`src/sv/mlhts_pkg.sv`:
```
// Package for the mask-layer HBM / TE-sync block.
// Holds word types, codes, FSM state type, command/status structs and timing constants.
// No dependencies.
package mlhts_pkg;

   localparam int TIME_BITS_DEFAULT = 24;
   localparam int SCALE_SHIFT       = 31;
   localparam int CSR_IDX_W         = 3;

   localparam logic [14:0] TE60  = 15'd16667;
   localparam logic [14:0] TE90  = 15'd11111;
   localparam logic [14:0] TE120 = 15'd8334;

   localparam logic [31:0] RECIP60  =
      32'(((64'd1 << SCALE_SHIFT) * 64'(TE60) + 64'(TE60) - 64'd1) / 64'(TE60));
   localparam logic [31:0] RECIP90  =
      32'(((64'd1 << SCALE_SHIFT) * 64'(TE90) + 64'(TE60) - 64'd1) / 64'(TE60));
   localparam logic [31:0] RECIP120 =
      32'(((64'd1 << SCALE_SHIFT) * 64'(TE120) + 64'(TE60) - 64'd1) / 64'(TE60));

   localparam logic [1:0] FPS_60  = 2'd0;
   localparam logic [1:0] FPS_90  = 2'd1;
   localparam logic [1:0] FPS_120 = 2'd2;

   localparam logic [CSR_IDX_W-1:0] CSR_FPS_MODE     = 3'd0;
   localparam logic [CSR_IDX_W-1:0] CSR_LEFT_THRESH  = 3'd1;
   localparam logic [CSR_IDX_W-1:0] CSR_RIGHT_THRESH = 3'd2;
   localparam logic [CSR_IDX_W-1:0] CSR_TE_PERIOD    = 3'd3;
   localparam logic [CSR_IDX_W-1:0] CSR_DELAY_BEFORE = 3'd4;
   localparam logic [CSR_IDX_W-1:0] CSR_DELAY_AFTER  = 3'd5;

   typedef enum logic [1:0] {
      MASK_NONE      = 2'd0,
      MASK_COMMON    = 2'd1,
      MASK_SCREEN_ON = 2'd2,
      MASK_CIRCLE    = 2'd3
   } mask_type;

   typedef enum logic [2:0] {
      ACT_NONE            = 3'd0,
      ACT_ENTER_COMMON    = 3'd1,
      ACT_ENTER_SCREEN_ON = 3'd2,
      ACT_EXIT            = 3'd3,
      ACT_CIRCLE_ON       = 3'd4,
      ACT_CIRCLE_OFF      = 3'd5
   } action_type;

   typedef enum logic [1:0] {
      SEL_LEFT   = 2'd0,
      SEL_RIGHT  = 2'd1,
      SEL_TE     = 2'd2,
      SEL_SETTLE = 2'd3
   } scale_sel_type;

   typedef enum logic [3:0] {
      ST_IDLE,
      ST_CLASSIFY,
      ST_SCALE,
      ST_MLOAD,
      ST_MDIV,
      ST_SYNC,
      ST_FINISH
   } state_type;

   typedef struct packed {
      mask_type    mask_state;
      logic [23:0] us_since_te;
      logic        backlight_active;
      logic        arm_screen_on;
   } req_type;

   typedef struct packed {
      action_type  action;
      logic [15:0] sync_delay_us;
      logic [15:0] settle_delay_us;
      logic        flag_write;
      logic        max_backlight;
      logic        hbm_open;
   } rsp_type;

   typedef struct packed {
      logic          load_item;
      logic          classify;
      logic          scale_store;
      scale_sel_type scale_sel;
      logic          mod_load;
      logic          div_step;
      logic          sync_calc;
      logic          out_load;
   } cmd_type;

   typedef struct packed {
      logic needs_delay;
   } status_type;

   function automatic logic [31:0] te_recip(input logic [1:0] fps);
      logic [31:0] m;
      unique case (fps)
         FPS_90:  m = RECIP90;
         FPS_120: m = RECIP120;
         default: m = RECIP60;
      endcase
      return m;
   endfunction

endpackage

```
`src/sv/mlhts_ctrl.sv`:
```
// Controller FSM for the mask-layer HBM / TE-sync block.
// Sequences classify, four scalings, the TE phase modulo, the sync calculation and the output load.
// Depends on mlhts_pkg.
module mlhts_ctrl #(
   parameter int TIME_BITS = mlhts_pkg::TIME_BITS_DEFAULT
) (
   input  logic                 clock,
   input  logic                 reset,
   input  logic                 req_valid,
   output logic                 req_stall,
   output logic                 rsp_valid,
   input  logic                 rsp_stall,
   input  mlhts_pkg::status_type status,
   output mlhts_pkg::cmd_type   cmd
);
   import mlhts_pkg::*;

   localparam int CNT_W = $clog2(TIME_BITS);

   state_type           state_ff, state_in;
   logic [CNT_W-1:0]    cnt_ff, cnt_in;
   scale_sel_type       idx_ff, idx_in;
   logic                rsp_valid_ff, rsp_valid_in;
   logic                out_free;

   assign out_free  = !rsp_valid_ff || !rsp_stall;
   assign req_stall = (state_ff != ST_IDLE);
   assign rsp_valid = rsp_valid_ff;

   always_comb begin
      state_in = state_ff;
      cnt_in   = cnt_ff;
      idx_in   = idx_ff;
      unique case (state_ff)
         ST_IDLE: begin
            if (req_valid) state_in = ST_CLASSIFY;
         end
         ST_CLASSIFY: begin
            idx_in = SEL_LEFT;
            state_in = status.needs_delay ? ST_SCALE : ST_FINISH;
         end
         ST_SCALE: begin
            if (idx_ff == SEL_SETTLE) begin
               state_in = ST_MLOAD;
            end else begin
               idx_in   = scale_sel_type'(idx_ff + 2'd1);
            end
         end
         ST_MLOAD: begin
            cnt_in   = CNT_W'(TIME_BITS - 1);
            state_in = ST_MDIV;
         end
         ST_MDIV: begin
            if (cnt_ff == '0) state_in = ST_SYNC;
            else cnt_in = cnt_ff - 1'b1;
         end
         ST_SYNC: begin
            state_in = ST_FINISH;
         end
         ST_FINISH: begin
            if (out_free) state_in = ST_IDLE;
         end
         default: state_in = ST_IDLE;
      endcase
   end

   always_comb begin
      cmd             = '0;
      cmd.scale_sel   = idx_ff;
      cmd.load_item   = (state_ff == ST_IDLE) && req_valid;
      cmd.classify    = (state_ff == ST_CLASSIFY);
      cmd.scale_store = (state_ff == ST_SCALE);
      cmd.mod_load    = (state_ff == ST_MLOAD);
      cmd.div_step    = (state_ff == ST_MDIV);
      cmd.sync_calc   = (state_ff == ST_SYNC);
      cmd.out_load    = (state_ff == ST_FINISH) && out_free;
   end

   always_comb begin
      rsp_valid_in = rsp_valid_ff;
      if (rsp_valid_ff && !rsp_stall) rsp_valid_in = 1'b0;
      if (cmd.out_load) rsp_valid_in = 1'b1;
   end

   always_ff @(posedge clock) begin
      if (reset) begin
         state_ff     <= ST_IDLE;
         cnt_ff       <= '0;
         idx_ff       <= SEL_LEFT;
         rsp_valid_ff <= 1'b0;
      end else begin
         state_ff     <= state_in;
         cnt_ff       <= cnt_in;
         idx_ff       <= idx_in;
         rsp_valid_ff <= rsp_valid_in;
      end
   end

   a_no_overwrite: assert property (@(posedge clock) disable iff (reset)
      cmd.out_load |-> !(rsp_valid_ff && rsp_stall))
      else $error("result word overwritten while stalled");

   a_accept_to_classify: assert property (@(posedge clock) disable iff (reset)
      (state_ff == ST_IDLE && req_valid) |=> state_ff == ST_CLASSIFY)
      else $error("accepted word not classified");

   a_mdiv_end: assert property (@(posedge clock) disable iff (reset)
      (state_ff == ST_MDIV && cnt_ff == '0) |=> state_ff == ST_SYNC)
      else $error("modulo division did not end");

   a_scale_order: assert property (@(posedge clock) disable iff (reset)
      (state_ff == ST_SCALE && idx_ff == SEL_SETTLE) |=> state_ff == ST_MLOAD)
      else $error("modulo not started after last scale");

   a_div_bounded: assert property (@(posedge clock) disable iff (reset)
      (state_ff == ST_MDIV) |-> cnt_ff <= CNT_W'(TIME_BITS - 1))
      else $error("modulo count out of range");

endmodule

```
`src/sv/mlhts_dp.sv`:
```
// Datapath for the mask-layer HBM / TE-sync block.
// Holds config, layer state, the scaling multiplier, the phase divider and result word.
// Depends on mlhts_pkg.
module mlhts_dp #(
   parameter int TIME_BITS = mlhts_pkg::TIME_BITS_DEFAULT
) (
   input  logic                                  clock,
   input  logic                                  reset,
   input  mlhts_pkg::req_type                    req_data,
   output mlhts_pkg::rsp_type                    rsp_data,
   input  logic                                  csr_valid,
   input  logic                                  csr_ready,
   input  logic [mlhts_pkg::CSR_IDX_W-1:0]       csr_index,
   input  logic [15:0]                           csr_wdata,
   input  mlhts_pkg::cmd_type                    cmd,
   output mlhts_pkg::status_type                 status
);
   import mlhts_pkg::*;

   localparam int PROD_W = SCALE_SHIFT + 16;

   logic [1:0]  fps_ff;
   logic [15:0] left_ff, right_ff, te_per_ff, dly_before_ff, dly_after_ff;

   mask_type    prev_ff, prev_in;
   logic        hbm_ff, hbm_in;
   logic        pend_ff, pend_in;

   mask_type             mask_ff;
   logic [TIME_BITS-1:0] since_ff;
   logic                 bl_ff, arm_ff;
   logic [31:0]          since_wide;

   action_type  cls, act_in, act_ff;
   logic        fw_in, mb_in, fw_ff, mb_ff;
   logic        pend_eff;

   logic [15:0] left_s_ff, right_s_ff, te_s_ff, settle_s_ff, te_eff;
   logic [15:0] src;
   logic [PROD_W-1:0] prod;
   logic [15:0] scaled;

   logic [15:0]          rem_ff, rem_in, div_ff;
   logic [TIME_BITS-1:0] dsh_ff, dsh_in;
   logic [16:0]          trial, diff;
   logic                 ge;

   logic [16:0] d17;
   logic [15:0] sync_ff, settle_out_ff;
   rsp_type     out_ff;

   always_ff @(posedge clock) begin
      if (reset) begin
         fps_ff        <= FPS_60;
         left_ff       <= '0;
         right_ff      <= '0;
         te_per_ff     <= 16'(TE60);
         dly_before_ff <= '0;
         dly_after_ff  <= '0;
      end else if (csr_valid && csr_ready) begin
         unique case (csr_index)
            CSR_FPS_MODE:     fps_ff        <= csr_wdata[1:0];
            CSR_LEFT_THRESH:  left_ff       <= csr_wdata;
            CSR_RIGHT_THRESH: right_ff      <= csr_wdata;
            CSR_TE_PERIOD:    te_per_ff     <= csr_wdata;
            CSR_DELAY_BEFORE: dly_before_ff <= csr_wdata;
            CSR_DELAY_AFTER:  dly_after_ff  <= csr_wdata;
            default: ;
         endcase
      end
   end

   assign since_wide = {8'd0, req_data.us_since_te};

   always_ff @(posedge clock) begin
      if (cmd.load_item) begin
         mask_ff  <= req_data.mask_state;
         since_ff <= since_wide[TIME_BITS-1:0];
         bl_ff    <= req_data.backlight_active;
         arm_ff   <= req_data.arm_screen_on;
      end
   end

   always_comb begin
      pend_eff = pend_ff || arm_ff;
      pend_in  = pend_eff;
      priority if (mask_ff == MASK_COMMON && prev_ff == MASK_NONE) begin
         cls = ACT_ENTER_COMMON;
      end else if (bl_ff && pend_eff && mask_ff == MASK_SCREEN_ON && prev_ff == MASK_NONE) begin
         cls     = ACT_ENTER_SCREEN_ON;
         pend_in = 1'b0;
      end else if (prev_ff != MASK_NONE && mask_ff == MASK_NONE) begin
         cls = ACT_EXIT;
      end else if (mask_ff == MASK_CIRCLE && prev_ff == MASK_SCREEN_ON) begin
         cls = ACT_CIRCLE_ON;
      end else if (mask_ff == MASK_SCREEN_ON && prev_ff == MASK_CIRCLE) begin
         cls = ACT_CIRCLE_OFF;
      end else begin
         cls = ACT_NONE;
      end
   end

   always_comb begin
      act_in = ACT_NONE;
      fw_in  = 1'b0;
      mb_in  = 1'b0;
      hbm_in = hbm_ff;
      priority if (!hbm_ff && (cls == ACT_ENTER_COMMON || cls == ACT_ENTER_SCREEN_ON)) begin
         act_in = cls;
         hbm_in = 1'b1;
         fw_in  = (cls == ACT_ENTER_COMMON);
         mb_in  = (cls == ACT_ENTER_COMMON);
      end else if (hbm_ff && cls == ACT_EXIT) begin
         act_in = ACT_EXIT;
         hbm_in = 1'b0;
         fw_in  = 1'b1;
      end else if (cls == ACT_CIRCLE_ON) begin
         act_in = ACT_CIRCLE_ON;
         fw_in  = 1'b1;
         mb_in  = 1'b1;
      end else if (cls == ACT_CIRCLE_OFF) begin
         act_in = ACT_CIRCLE_OFF;
         fw_in  = 1'b1;
      end else begin
         act_in = ACT_NONE;
      end
      prev_in = mask_ff;
   end

   assign status.needs_delay = (act_in == ACT_ENTER_COMMON) ||
                               (act_in == ACT_ENTER_SCREEN_ON) ||
                               (act_in == ACT_EXIT);

   always_ff @(posedge clock) begin
      if (reset) begin
         prev_ff <= MASK_NONE;
         hbm_ff  <= 1'b0;
         pend_ff <= 1'b0;
      end else if (cmd.classify) begin
         prev_ff <= prev_in;
         hbm_ff  <= hbm_in;
         pend_ff <= pend_in;
      end
   end

   always_ff @(posedge clock) begin
      if (cmd.classify) begin
         act_ff <= act_in;
         fw_ff  <= fw_in;
         mb_ff  <= mb_in;
      end
   end

   always_comb begin
      unique case (cmd.scale_sel)
         SEL_LEFT:   src = left_ff;
         SEL_RIGHT:  src = right_ff;
         SEL_TE:     src = te_per_ff;
         SEL_SETTLE: src = (act_ff == ACT_EXIT) ? dly_after_ff : dly_before_ff;
         default:    src = left_ff;
      endcase
   end

   assign prod   = PROD_W'(src) * PROD_W'(te_recip(fps_ff));
   assign scaled = prod[PROD_W-1:SCALE_SHIFT];
   assign te_eff = (te_s_ff == '0) ? 16'(TE60) : te_s_ff;

   assign trial = {rem_ff, dsh_ff[TIME_BITS-1]};
   assign diff  = trial - {1'b0, div_ff};
   assign ge    = (trial >= {1'b0, div_ff});

   always_comb begin
      rem_in = ge ? diff[15:0] : trial[15:0];
      dsh_in = {dsh_ff[TIME_BITS-2:0], 1'b0};
   end

   always_ff @(posedge clock) begin
      priority if (cmd.mod_load) begin
         rem_ff <= '0;
         dsh_ff <= since_ff;
         div_ff <= te_eff;
      end else if (cmd.div_step) begin
         rem_ff <= rem_in;
         dsh_ff <= dsh_in;
      end
   end

   always_ff @(posedge clock) begin
      if (cmd.scale_store) begin
         unique case (cmd.scale_sel)
            SEL_LEFT:   left_s_ff   <= scaled;
            SEL_RIGHT:  right_s_ff  <= scaled;
            SEL_TE:     te_s_ff     <= scaled;
            SEL_SETTLE: settle_s_ff <= scaled;
            default: ;
         endcase
      end
   end

   always_comb begin
      priority if (rem_ff < left_s_ff) begin
         d17 = {1'b0, left_s_ff} - {1'b0, rem_ff};
      end else if (rem_ff > right_s_ff) begin
         d17 = {1'b0, te_eff} - {1'b0, rem_ff} + {1'b0, left_s_ff};
      end else begin
         d17 = '0;
      end
   end

   always_ff @(posedge clock) begin
      priority if (cmd.classify) begin
         sync_ff       <= '0;
         settle_out_ff <= '0;
      end else if (cmd.sync_calc) begin
         sync_ff       <= d17[16] ? 16'hFFFF : d17[15:0];
         settle_out_ff <= settle_s_ff;
      end
   end

   always_ff @(posedge clock) begin
      if (cmd.out_load) begin
         out_ff.action          <= act_ff;
         out_ff.sync_delay_us   <= sync_ff;
         out_ff.settle_delay_us <= settle_out_ff;
         out_ff.flag_write      <= fw_ff;
         out_ff.max_backlight   <= mb_ff;
         out_ff.hbm_open        <= hbm_ff;
      end
   end

   assign rsp_data = out_ff;

endmodule

```
`src/sv/mask_layer_hbm_te_sync.sv`:
```
// Top level of the mask-layer HBM / TE-sync block.
// Instantiates mlhts_ctrl and mlhts_dp; depends on mlhts_pkg.
//
//  channel | ports                                   | direction
//  req     | req_valid, req_stall, req_data          | in, one frame event word
//  rsp     | rsp_valid, rsp_stall, rsp_data          | out, one result word per event
//  csr     | csr_valid, csr_ready, csr_index, wdata  | in, register write, always ready
//
// Events that neither enter nor exit HBM go from classify straight to the output load.
// Enter and exit run four scalings, then the one-bit-per-cycle restoring divider for the
// TE phase modulo, then the sync calculation before the output load.
// Synchronous active-high reset clears control, layer state and registers; no clearing pass.
// A new event is accepted while a finished result still waits on rsp_stall.
// A result that cannot be delivered holds the block before its next event.
module mask_layer_hbm_te_sync #(
   parameter int TIME_BITS = mlhts_pkg::TIME_BITS_DEFAULT
) (
   input  logic                            clock,
   input  logic                            reset,
   input  logic                            req_valid,
   output logic                            req_stall,
   input  mlhts_pkg::req_type              req_data,
   output logic                            rsp_valid,
   input  logic                            rsp_stall,
   output mlhts_pkg::rsp_type              rsp_data,
   input  logic                            csr_valid,
   output logic                            csr_ready,
   input  logic [mlhts_pkg::CSR_IDX_W-1:0] csr_index,
   input  logic [15:0]                     csr_wdata
);
   import mlhts_pkg::*;

   cmd_type    cmd;
   status_type status;

   assign csr_ready = 1'b1;

   mlhts_ctrl #(
      .TIME_BITS (TIME_BITS)
   ) u_ctrl (
      .clock     (clock),
      .reset     (reset),
      .req_valid (req_valid),
      .req_stall (req_stall),
      .rsp_valid (rsp_valid),
      .rsp_stall (rsp_stall),
      .status    (status),
      .cmd       (cmd)
   );

   mlhts_dp #(
      .TIME_BITS (TIME_BITS)
   ) u_dp (
      .clock     (clock),
      .reset     (reset),
      .req_data  (req_data),
      .rsp_data  (rsp_data),
      .csr_valid (csr_valid),
      .csr_ready (csr_ready),
      .csr_index (csr_index),
      .csr_wdata (csr_wdata),
      .cmd       (cmd),
      .status    (status)
   );

endmodule

```
`config.mk`:
```
export PLATFORM = sky130hd
export DESIGN_NAME = mask_layer_hbm_te_sync
export DESIGN_NICKNAME = d
export VERILOG_FILES = /design/src/sv/mlhts_pkg.sv /design/src/sv/mlhts_ctrl.sv /design/src/sv/mlhts_dp.sv /design/src/sv/mask_layer_hbm_te_sync.sv
export SDC_FILE = /design/constraint.sdc
export NUM_CORES = 1
export LEC_CHECK = 0
export ABC_CLOCK_PERIOD_IN_PS = 14200
export BUFFER_PORTS_ARGS = -buffer_cell sky130_fd_sc_hd__buf_2
export CORE_ASPECT_RATIO = 2
export CORE_MARGIN = 8
export CORE_UTILIZATION = 58
export CTS_BUF_LIST = sky130_fd_sc_hd__clkbuf_4 sky130_fd_sc_hd__clkbuf_8 sky130_fd_sc_hd__clkbuf_16
export DETAILED_ROUTE_END_ITERATION = 10
export GPL_TIMING_DRIVEN = 0
export PLACE_DENSITY = 0.8
export SYNTH_ARGS = -nofsm -noshare
export SYNTH_HDL_FRONTEND = slang
export SYNTH_HIERARCHICAL = 1
export SYNTH_SLANG_ARGS = --single-unit
export TNS_END_PERCENT = 100
```
`constraint.sdc`:
```
create_clock -name clock -period 14.2 [get_ports clock]
set_clock_uncertainty 0.1 [all_clocks]
set_input_delay 0.71 -clock clock [delete_from_list [all_inputs] [get_ports clock]]
set_output_delay 0.71 -clock clock [all_outputs]
set_load 0.01 [all_outputs]
```
==> reports/results.ini, run 1 <==
[worst_setup_path]
end_kind=flop
crit_path_start_kind=flop
path_common_cell=fa_1
cp-startpoint=u_dp/act_ff[0]
cp.arrival_ns=9.61
path_max_fanout=10
criticalPathCategory=reg -> reg
reg2reg_depth=25
crit_buf_inv=5
crit_slowest_cell=xnor2_1
path_delay_family=adder cells
timing.rr.start=u_dp/act_ff[0]
required_ns=14.37
cp.depth=25
cpPeakStageDelay_ns=0.59

[sta]
tns_ns=0
setup_violations=0
hold_viol_final=0
rsz0062_at_grt=false
finalMaxSlewViolations=0
hold_ws_ns=0.2034
setup_ws_ns=4.758
worst_pin_slew_ns=1.355
relSlewSlack=0.09322
fin_crit_ns=9.442
fmaxAchievable_mhz=105.9
finalCritPeriodShare=0.6649

[final_layout]
largest_reg_flops=38
antenna_cells=0
finalCoreUtilization=0.6332
syn_to_final_growth_pct=8.371
final_cells=3063
final_nets=3040
final_area_um2=26870
drive_above_1_share=0.1044

[floorplan]
ioPinCount=93
die_x_um=162.2
placementRows=107
die_height_um=308.4
initial_core_util=0.5843
die_area_um2=50030
core_area_um2=42440

[detailed_routing]
wirelength_um=67980
drt_iter0_drc=933
drc_errors=0
avgViaCountPerCell=5.773
first_pass_iters=5
avgRoutedWirePerCell_um=22.20
ant_nets=0
vias=17680

[placed_design]
numPortBuffers=90
placed_cells=3013
dp_hpwl_um=56620
dp_slack_ns=4.895
placed_area_um2=26010
place.gp.congestion=1.002

[synthesis]
ys_seq_area_frac=0.3290
synth_top_area_share=0.2119
synth-adder-area-share=0.3234
async_flop_share=0
synth_cell_types=94
synth_top_family_by_area=adder cells
synth_top_area_cell=edfxtp_1
synthMuxAreaShare=0.04001
synth_xor_area_frac=0.01837
ys_warn_count=6
ys_top_cells_by_area=edfxtp_1 (21%), fa_1 (20%), ha_1 (12%)
synthSimpleGateAreaFrac=0.1126
synth_compound_area_frac=0.09622
synth-main-ff-cell=edfxtp_1
synth_edf_count=175
synth.cell_area_um2=24800
synth.avg_cell_area_um2=10.47
ys_ff_latch=320
syn_inst=2368

[power_and_ir_drop]
leakagePower_nw=12.53
p_per_area_nw_per_um2=113.8
power.total_mw=3.058
vdd_ir_drop_max_v=0.0001068

[job]
drv_cap=0

[clock_network]
root_buffer=clkbuf_16
cts_buffers=27
holdBufCountCts=0
clock_path_buffers=3
clkTransAtPathRegs_ns=0.07
clock_latency_ns=0.58
cts.sinks=320
cts_tree=built
post_cts_buffers=0
cts_resized=0
htreeDepth=1

[global_routing]
grt_max_degree=39
overflow=0
grt_pass1_vias=19250
grt_pass1_wl_um=103100
antenna_found_initial=0
gr-usage-all-layers=0.2729

[min_path]
hp-class=in -> reg
worstHoldPathCells=1
hold_path_startpoint=req_data[10]

[run_status]
outcome=finished clean

-- cells in the mapped netlist (23+ instances only) --
| library cell | n |
|---|---|
| a211oi_1 | 23 |
| a21o_1 | 25 |
| a21oi_1 | 150 |
| and2_1 | 31 |
| clkbuf_1 | 55 |
| dfxtp_1 | 145 |
| edfxtp_1 | 175 |
| fa_1 | 250 |
| ha_1 | 241 |
| inv_1 | 420 |
| mux2_2 | 37 |
| mux2i_1 | 26 |
| nand2_1 | 223 |
| nand2b_1 | 23 |
| nand3_1 | 37 |
| nor2_1 | 114 |
| nor2b_1 | 29 |
| o21ai_0 | 34 |
| xnor2_1 | 37 |
-- layer usage --
| metal | up-vias | routed length, um | GRT usage |
|---|---|---|---|
| li1 | 8128 | - | - |
| met1 | 8637 | 20450 | 0.2323 |
| met2 | 618 | 37130 | 0.5228 |
| met3 | 300 | 2555 | 0.02978 |
| met4 | 0 | 7849 | 0.2728 |
| met5 | - | 0 | 0 |
-- final timing paths --
| path | to | slack [ns] |
|---|---|---|
| worst max register to register | u_dp/te_s_ff[15] | 4.76 |
| worst max-delay path | u_dp/te_s_ff[15] | 4.76 |
| worst min register to register | u_dp/rsp_data[2] | 0.33 |
| worst min-delay path | u_dp/since_ff[8] | 0.20 |
-- power breakdown --
part / switching, mW / internal (mW)
Sequential: 0.100 / 1.07
Clock: 0.345 / 0.384
Combinational: 0.690 / 0.468
-- cell type report --
type	count	area, um2
Inverter	420	1577
Timing Repair Buffer	93	494.2
Tap cell	545	681.9
Fill cell	3428	15570
Buffer	78	406.6
Clock inverter	19	153.9
Multi-Input combinational cell	1557	14690
Clock buffer	31	711.9
Sequential cell	320	8158
-- kinds of logic (layout without fill, tap and decap cells) --
family,count (synthesis),count (layout)
multiplexers,77,77
AO/OA/AOI/OAI,358,358
flip-flops,320,320
buffers and inverters,498,641
XOR/XNOR,52,52
other,3,10
adder cells (fa/ha/maj),491,491
AND/OR/NAND/NOR,569,569
-- cell usage in the layout (no fill, tap or decap), types with 55 or more instances in the layout --
master      n
edfxtp_1  175
buf_2      98
inv_1     420
clkbuf_1   55
nor2_1    113
a21oi_1   150
nand2_1   223
ha_1      241
fa_1      250
dfxtp_1   145
-- worst reg2reg max path, cell delays in order, from the launching register on --
cell	delay, ns
edfxtp_1	0.43
nand3b_4	0.19
clkbuf_1	0.50
mux2_2	0.43
mux4_2	0.56
and2_1	0.39
inv_1	0.19
fa_1	0.43
inv_1	0.14
fa_1	0.46
fa_1	0.47
fa_1	0.52
fa_1	0.52
inv_1	0.06
fa_1	0.49
inv_1	0.05
ha_1	0.44
nand4_1	0.39
nor4_1	0.35
and4_1	0.24
a41oi_1	0.14
and3_1	0.30
or3_1	0.40
nand3_1	0.18
o221ai_1	0.18
xnor2_1	0.59
Note: power is estimated with default switching activity, not from simulation.
==> run 2: changes to the inputs <==
Settings changed: ABC_CLOCK_PERIOD_IN_PS 14200 to 7970, PLACE_DENSITY 0.8 to 0.83.
Clock period 14.2 ns to 7.97 ns, I/O delays scaled along.
==> run 2 against run 1 <==
The flow now finishes with violations (negative setup slack); maximum frequency grew 18%; register-to-register slack got worse by 4.8 ns; clock-buffer cell count up 4; utilization rose by 3.6 points; combinational power rose by 84%; power grew 86%; sequential cell count stayed put; first-iteration DRC count increased by 31%; clock power grew 100%; sequential power is 79% higher; worst setup slack got worse by 4.8 ns.
==> reports/results.ini, run 2 (synthesis gave the netlist of run 1 again) <==
[clock_network]
clock_path_buffers=3  ; unchanged
cts_tree=built
cts.sinks=320  ; unchanged
cts_buffers=28  ; +3.7%
root_buffer=clkbuf_16
clock_latency_ns=0.59  ; about the same
clkTransAtPathRegs_ns=0.07  ; about the same
htreeDepth=1  ; unchanged

[worst_setup_path]
path_max_fanout=6  ; -4
cp.arrival_ns=8.25  ; -1.36 ns
end_kind=flop
rrSetupSlack_ns=-0.05  ; -4.81 ns
cpPeakStageDelay_ns=0.56  ; -0.03 ns
required_ns=8.20  ; -6.17 ns
crit_slowest_cell=mux4_2
criticalPathCategory=reg -> reg
path_common_cell=fa_1
crit_path_start_kind=flop

[global_routing]
grt_pass1_wl_um=110700  ; +7.4%
grt_max_degree=39  ; unchanged
gr-usage-all-layers=0.2935  ; +0.02058
overflow=0  ; unchanged
grt_pass1_vias=20210  ; +5.0%
antenna_found_initial=2  ; +2

[sta]
fin_crit_ns=8.020  ; -1.422 ns
fmaxAchievable_mhz=124.7  ; +18%
worst_pin_slew_ns=1.325  ; -0.03054 ns
relSlewSlack=0.1137  ; +0.02043
rsz0062_at_grt=true
tns_ns=-0.1787  ; -0.1787 ns
setup_violations=4  ; +4
finalCritPeriodShare=1.006  ; +0.3414
hold_viol_final=0  ; unchanged
setup_ws_ns=-0.05012  ; -4.808 ns
finalMaxSlewViolations=0  ; unchanged

[detailed_routing]
avgViaCountPerCell=5.975  ; +3.5%
vias=18800  ; +6.3%
drt_iter0_drc=1225  ; +31%
drc_errors=0  ; unchanged
avgRoutedWirePerCell_um=23.41  ; +5.5%
wirelength_um=73650  ; +8.3%
first_pass_iters=7  ; +2
ant_nets=0  ; unchanged

[final_layout]
largest_reg_flops=38  ; unchanged
multi_input_area_um2=15290  ; +4.1%
drive_above_1_share=0.1562  ; +0.05177
regArea_um2=8158  ; unchanged
final_cells=3146  ; +2.7%
final_area_um2=28390  ; +5.7%
final_nets=3120  ; +2.6%
layout_commonest_cell=inv_1
layout_common_cells=inv_1 (404), fa_1 (239), ha_1 (230), nand2_1 (215), edfxtp_1 (175)
num-fill-cells=3079  ; -10%
syn_to_final_growth_pct=14.51

[floorplan]
die_x_um=162.2  ; unchanged
die_height_um=308.4  ; unchanged
die_area_um2=50030  ; unchanged
core_area_um2=42440  ; unchanged
ioPinCount=93  ; unchanged
initial_core_util=0.5843  ; unchanged
placementRows=107  ; unchanged

[placed_design]
numPortBuffers=90  ; unchanged
placed_cells=3011  ; -0.066%
place.gp.congestion=0.9958  ; -0.58%
dp_hpwl_um=56710  ; +0.16%
placed_area_um2=25980  ; -0.11%

[run_status]
outcome=finished with violations
violations=negative setup slack

[power_and_ir_drop]
leakagePower_nw=13.16  ; +5.0%
p_per_area_nw_per_um2=200.0  ; +76%
power.total_mw=5.678  ; +86%
vdd_ir_drop_max_v=0.0001895  ; +78%

[job]
drv_cap=0  ; unchanged

[min_path]
hp-class=in -> reg

## run 2: changes by cell type in the layout (fill, tap and decap cells not counted), sizes merged
cell | before | now
inv | 423 | 422
clkinvlp | 4 | 7
clkbuf | 91 | 96
dlygate4sd3 | 0 | 40
buf | 110 | 148
diode | 0 | 2
bufinv | 1 | 2
clkinv | 11 | 6
## run 2: routing by layer
layer | share of wire | vias up | global-route usage | wire length (um)
li1 | - | 8287 | - | -
met1 | 0.30 | 9222 | 0.2628 | 21810
met2 | 0.53 | 873 | 0.5492 | 39380
met3 | 0.050 | 415 | 0.03579 | 3698
met4 | 0.12 | 0 | 0.2838 | 8758
met5 | 0 | - | 0 | 0
## run 2: timing repair
action                                  CTS  global route
hold buffers                             40             0
endpoints found under the setup margin   64            64
setup buffers                            23            18
gates cloned                              1             0
gates resized for setup                  99            77
endpoints found under the hold margin    67             0
pin swaps                                14            13
## run 2: area by class of cell
| cell class | instances | share of cell area |
|---|---|---|
| Sequential cell | 320 | 0.2873 |
| Clock buffer | 35 | 0.02882 |
| Tap cell | 545 | 0.02402 |
| Antenna cell | 2 | 0.0001763 |
| Clock inverter | 17 | 0.006654 |
| Buffer | 78 | 0.01617 |
| Timing Repair Buffer | 172 | 0.04213 |
| Multi-Input combinational cell | 1557 | 0.5384 |
| Inverter | 420 | 0.05631 |
## run 2: path summary, 6_finish.rpt
| path | from | endpoint | cells past startpoint |
|---|---|---|---|
| worst max-delay path | u_dp/act_ff[2] | u_dp/te_s_ff[15] | 27 |
| worst min-delay path | csr_wdata[11] | u_dp/te_per_ff[11] | 3 |
| worst max register to register | u_dp/act_ff[2] | u_dp/te_s_ff[15] | 27 |
| worst min register to register | u_dp/mb_ff | u_dp/rsp_data[1] | 0 |
## run 2: power by group
group          total, mW  switching (mW)  internal, mW
Combinational       2.13            1.27         0.859
Sequential          2.09           0.181          1.91
Clock               1.46           0.653         0.808
Total               5.68            2.10          3.58
## run 2: critical path, delay by kind of cell, from the launching register on
family | cells | cell delay [ns]
adders and majority gates | 7 | 3.37
and+or+nand+nor | 8 | 1.73
DFF | 1 | 0.42
AOI/OAI and AO/OA | 2 | 0.22
muxes | 2 | 0.87
buffers and inverters | 7 | 0.69
xor gates and xnor gates | 1 | 0.34
## run 2: through the flow
step / utilization / hold WS (ns) / setup WS [ns]
floorplan: - / 0.3003 / 0.5654
global placement: 0.6116 / 0.3139 / -1.052
detailed placement: 0.6122 / 0.3077 / -1.194
CTS: 0.6574 / 0.0001318 / 0.0007390
global route: 0.6691 / 0.02054 / -0.1761
finish: 0.6691 / 0.02683 / -0.05012
